==> src/rtl/core/sem_pkg.sv <==
// Package for the Sobel edge magnitude core: shared widths, register indexes,
// controller state type and the command/status structs between controller and datapath.
// No dependencies.
`default_nettype none
package sem_pkg;

  localparam int unsigned PixW   = 8;
  localparam int unsigned WidthW = 11;
  localparam int unsigned HeightW = 13;
  localparam int unsigned ThrW   = 8;
  localparam int unsigned CfgIdxW = 2;
  localparam int unsigned CfgDataW = 13;
  localparam int unsigned GradW  = 12;
  localparam int unsigned SqW    = 22;

  // Configuration register indexes.
  localparam logic [CfgIdxW-1:0] CfgFrameWidth  = 2'd0;
  localparam logic [CfgIdxW-1:0] CfgFrameHeight = 2'd1;
  localparam logic [CfgIdxW-1:0] CfgEdgeThresh  = 2'd2;

  typedef enum logic [2:0] {
    StClear,
    StIdle,
    StRead,
    StGrad,
    StSq1,
    StSq2,
    StSqrt,
    StOut
  } sem_state_e;

  typedef struct packed {
    logic clear_step;
    logic accept;
    logic grad;
    logic sq1;
    logic sq2;
    logic sqrt_step;
    logic out_load;
  } sem_cmd_t;

  typedef struct packed {
    logic clear_done;
    logic has_result;
    logic below_thr;
    logic sqrt_done;
    logic out_free;
  } sem_sts_t;

endpackage
`default_nettype wire

==> src/rtl/core/sem_ctrl.sv <==
// Controller state machine of the Sobel edge magnitude core.
// Depends on sem_pkg for the state type and the command/status structs.
`default_nettype none
module sem_ctrl (
  input  wire logic              clk_i,
  input  wire logic              rst_ni,
  input  wire logic              in_valid_i,
  input  wire sem_pkg::sem_sts_t sts_i,
  output sem_pkg::sem_cmd_t      cmd_o,
  output logic                   in_ready_o
);

  sem_pkg::sem_state_e state_q, state_d;

  // Next state.
  always_comb begin
    state_d = state_q;
    unique case (state_q)
      sem_pkg::StClear: if (sts_i.clear_done) state_d = sem_pkg::StIdle;
      sem_pkg::StIdle:  if (in_valid_i) state_d = sem_pkg::StRead;
      sem_pkg::StRead:  state_d = sem_pkg::StGrad;
      sem_pkg::StGrad:  state_d = sts_i.has_result ? sem_pkg::StSq1 : sem_pkg::StIdle;
      sem_pkg::StSq1:   state_d = sem_pkg::StSq2;
      sem_pkg::StSq2:   state_d = sem_pkg::StSqrt;
      sem_pkg::StSqrt:  if (sts_i.below_thr || sts_i.sqrt_done) state_d = sem_pkg::StOut;
      sem_pkg::StOut:   if (sts_i.out_free) state_d = sem_pkg::StIdle;
      default:          state_d = sem_pkg::StIdle;
    endcase
  end

  // Commands to the datapath.
  always_comb begin
    cmd_o = '0;
    in_ready_o = 1'b0;
    unique case (state_q)
      sem_pkg::StClear: cmd_o.clear_step = 1'b1;
      sem_pkg::StIdle: begin
        in_ready_o   = 1'b1;
        cmd_o.accept = in_valid_i;
      end
      sem_pkg::StRead: ;
      sem_pkg::StGrad: cmd_o.grad = 1'b1;
      sem_pkg::StSq1:  cmd_o.sq1 = 1'b1;
      sem_pkg::StSq2:  cmd_o.sq2 = 1'b1;
      sem_pkg::StSqrt: cmd_o.sqrt_step = !(sts_i.below_thr || sts_i.sqrt_done);
      sem_pkg::StOut:  cmd_o.out_load = sts_i.out_free;
      default: ;
    endcase
  end

  always_ff @(posedge clk_i or negedge rst_ni) begin
    if (!rst_ni) begin
      state_q <= sem_pkg::StClear;
    end else begin
      state_q <= state_d;
    end
  end

endmodule
`default_nettype wire

==> config.mk <==
export PLATFORM = sky130hd
export DESIGN_NAME = sem_ctrl
export DESIGN_NICKNAME = d
export VERILOG_FILES = /design/src/rtl/core/sem_pkg.sv /design/src/rtl/core/sem_ctrl.sv
export SDC_FILE = /design/constraint.sdc
export NUM_CORES = 1
export LEC_CHECK = 0
export BUFFER_PORTS_ARGS = -buffer_cell sky130_fd_sc_hd__buf_2
export CORE_AREA = 2 2 39 41
export CTS_BUF_LIST = sky130_fd_sc_hd__clkbuf_2
export CTS_CLUSTER_DIAMETER = 120
export DETAILED_ROUTE_END_ITERATION = 12
export DIE_AREA = 0 0 41 43
export MAX_ROUTING_LAYER = met4
export SYNTH_ARGS = -nofsm -noshare
export SYNTH_HDL_FRONTEND = slang
export SYNTH_SLANG_ARGS = --single-unit
==> constraint.sdc <==
create_clock -name clk_i -period 0.9 [get_ports clk_i]
set_input_delay 0 -clock clk_i [delete_from_list [all_inputs] [get_ports clk_i]]
set_output_delay 0 -clock clk_i [all_outputs]
set_load 0.05 [all_outputs]
==> metrics.md <==
| Metric | Value |
|---|---|
| Outcome | finished, violations left |
| Failing checks | setup timing |
| CP max-delay cell | dfrtp_2 |
| RR Startpoint | state_q[2]$_DFFE_PN0P_ |
| Syn Nets | 37 |
| Slew Viols, Final | 0 |
| Delay-heaviest family, CP | flip-flops |
| Total clock sinks | 3 |
| Int Power | roughly 1.2 mW |
| Largest regs | state_q: 3 flops |
| Clock-pin slew on the worst setup and hold paths | 40 ps |
| Area Growth Syn to Fin | 153.9% |
| DRC viols | 0 |
| Largest reg by FF count | state_q |
| Drt total wl | ~700 um |
| H-Tree Depth | 1 |
| Worst EP required | 900 ps |
| Seq cells post-synth | 3 |
| Startpoint types | flop |
| Clk Latency, worst-skew pair | 210 ps |
| Gate power share | 76.7% |
| Final setup viols | 11 |
| PortBufs | 15 |
| Hpwl dp | 518.2 um |
| Largest family of logic cells by synthesized area | simple AND/OR/NAND/NOR gates |
| Sequential share of the synthesized area | 33.71% |
| Clock skew | between 2 and 2.5 ps |
| Startpoint of the worst hold path | sts_i[3] |
| TritonCTS Buffers | 3 |
| Final period util | 132.2% |
| Crit path max fanout | 7 |
| PD cells | 4224 mW/mm2 |
| WP buf/inv | 2 |
| R2R depth | 4 |
| Top cell type's share of synthesized area | between 30% and 40% |
| Final worst slack | -289.7 ps |
| Sequential power share | 15.1% |
| Worst vdd ir | between 1500 and 2000 uV |
| Final hold vios | 0 |
| Drt initial violations | 3 |
| Pleak | 0.2571 nW |
| Maxcap violations | 0 |
| Die X | 41 um |
| Largest net degree at the start of global routing | 9 |
| I/O pin count | 16 |
| Fin util | 40.87% |
| CP arrival | 1190 ps |
| Die area | 0.001763 mm2 |
| Core area | between 0.001 and 0.0015 mm2 |
| FP Rows | 14 |
| RR Endpoint | state_q[0]$_DFFE_PN0P_ |
| Nets | 66 |
| Initial Util | 16.09% |
| Synth unique cells | 18 |
| Min cycle time layout | approximately 1200 ps |
| CTS tree | done |
| Routed via count | 316 |
| Worst slew margin relative to its limit | 87.05% |
| DIE HEIGHT | between 40 and 50 um |
| NetSw | 1.167 mW |
| Max reg flops | 3 |
| Synth Area in Compound Gates | 16.29% |
| Sw Share | 48.83% |
| Synth warnings | 0 |
| Wire per inst | 9.726 um |
| First-pass GRT wire length | 1055 um |
| Routed Antenna Nets | 0 |
| Vias in the first global route | 278 |
| Crit-path cells | buf_4, and4b_2, buf_6 |
| Worst hold path type | in2reg |
| Post-synth top area cell | dfrtp_1 |
| Maximum clock rate | 840.6 MHz |
| Post-Syn Area | 222.7 um2 |
| Pre-CTS worst setup slack | -181.4 ps |
| Initial antenna violation count | 0 |
| Layout cells sized above 1 | 78.95% |
| Synth Area in Simple Gates | 37.64% |
| Synth top area cells | dfrtp_1 (34%), nor2_1 (10%), nor3_1 (6.7%) |
| Syn Area/Cell | about 7.7 um2 |
| Gate count of the mapped netlist | 29 |
| Drt pass-1 iters | 4 |
| Clock Tree Root | clkbuf_2 |
| R2R setup slack | -170 ps |
| Mux cell area share after synthesis | 0% |
| Clock power frac | 8.2% |
| N_diodes | 0 |
| Synth Area in XOR/XNOR | 0% |
| Worst setup EP type | output pin |
| Commonest non-fill, non-tap cell in the layout | buf_6 |
| Hold path endpoint | state_q[2]$_DFFE_PN0P_ |
| Total track usage | 9.514% |
| Vias per inst | 4.329 |
| Slew @ Worst Pin | 193.8 ps |
| RSZ-0062 raised after global routing | true |
| Post-Synth Adder-Cell Area | 0% |
| Critical path's largest stage delay | 460 ps |
| CP Class | reg2out |
| WHS Path Cells | 3 |
| GRT overflow | 0 |
| CTS max path bufs | 2 |
| Placer Congestion | around 0.74 |
| Commonest non-fill, non-tap cells in the layout | buf_6 (10), buf_2 (7), buf_4 (7) |
==> Yosys cell counts <==
cell	count
a21oi_1	1
o2bb2ai_1	1
o21ai_0	1
buf_2	1
a311o_1	1
nand2b_1	1
and2_1	1
nor3_1	3
nand3b_1	1
buf_6	1
nand2_1	3
o211ai_1	1
buf_4	1
inv_1	1
nand3_1	1
dfrtp_1	3
and4b_1	1
nor2_1	6
==> logic make-up after synthesis <==
kind of cell / count (synthesis)
buffers and inverters: 4
DFF: 3
and+or+nand+nor: 17
AOI/OAI and AO/OA: 5
==> layout make-up <==
class,count,area (um2)
Multi-Input combinational cell,22,195.2
Sequential cell,3,78.83
Timing Repair Buffer,27,245.2
Inverter,1,6.256
Clock buffer,4,20.02
Fill cell,143,818.3
Tap cell,16,20.02
==> per-stage QoR <==
stage          instances  area (um2)  power (mW)  hold WS [ps]  setup TNS, ps
2_1_floorplan         29       287.8       1.370        -295.6         -937.5
3_3_place_gp          66       432.9       1.789        -202.5          -1423
3_5_place_dp          66       432.9       1.792        -201.4          -1444
4_1_cts               72       545.5       2.297         53.01          -2369
5_1_grt               73       565.5       2.527         73.14          -2763
6_report              73       565.5       2.389         66.23          -2268
==> layer usage <==
| layer | vias up | GRT usage [%] | share of wire (%) |
|---|---|---|---|
| met2 | 14 | 13.75 | 53 |
| met3 | 2 | 0 | 7.0 |
| li1 | 158 | - | - |
| met4 | 0 | 10.00 | 3.2 |
| met5 | - | - | 0 |
| met1 | 142 | 10.78 | 37 |
==> worst register-to-register path: stages (launching register included) <==
cell      delay, ps
dfrtp_2         460
buf_4           170
nand3b_1        160
o211ai_1         90
nand2_1          80
==> how the worst max path moves through the flow <==
| stage | slack, ps | end | start | depth (start not counted) |
|---|---|---|---|---|
| floorplan | -240 | cmd_o[5] | state_q[0]$_DFFE_PN0P_ | 4 |
| global placement | -180 | cmd_o[5] | state_q[1]$_DFFE_PN0P_ | 4 |
| detailed placement | -180 | cmd_o[5] | state_q[2]$_DFFE_PN0P_ | 4 |
| CTS | -300 | cmd_o[3] | state_q[1]$_DFFE_PN0P_ | 3 |
| global route | -330 | cmd_o[2] | state_q[1]$_DFFE_PN0P_ | 4 |
| finish | -290 | cmd_o[1] | state_q[2]$_DFFE_PN0P_ | 3 |
==> power groups by stage <==
stage          Combinational, mW  Sequential (mW)  Clock (mW)
6_report                    1.83            0.362       0.196
5_1_grt                     1.94            0.380       0.207
4_1_cts                     1.73            0.359       0.203
3_5_place_dp                1.45            0.346           0
3_3_place_gp                1.44            0.345           0
2_1_floorplan               1.14            0.234           0
==> what timing repair did <==
item | in CTS | in global routing
endpoints found under the hold margin | 3 | 0
resized for setup | 24 | 5
gates cloned | 0 | 0
pin swaps | 2 | 0
setup endpoints to repair | 11 | 11
hold buffers | 1 | 0
setup buffers | 1 | 1
Power figures use the tool's default switching activity.
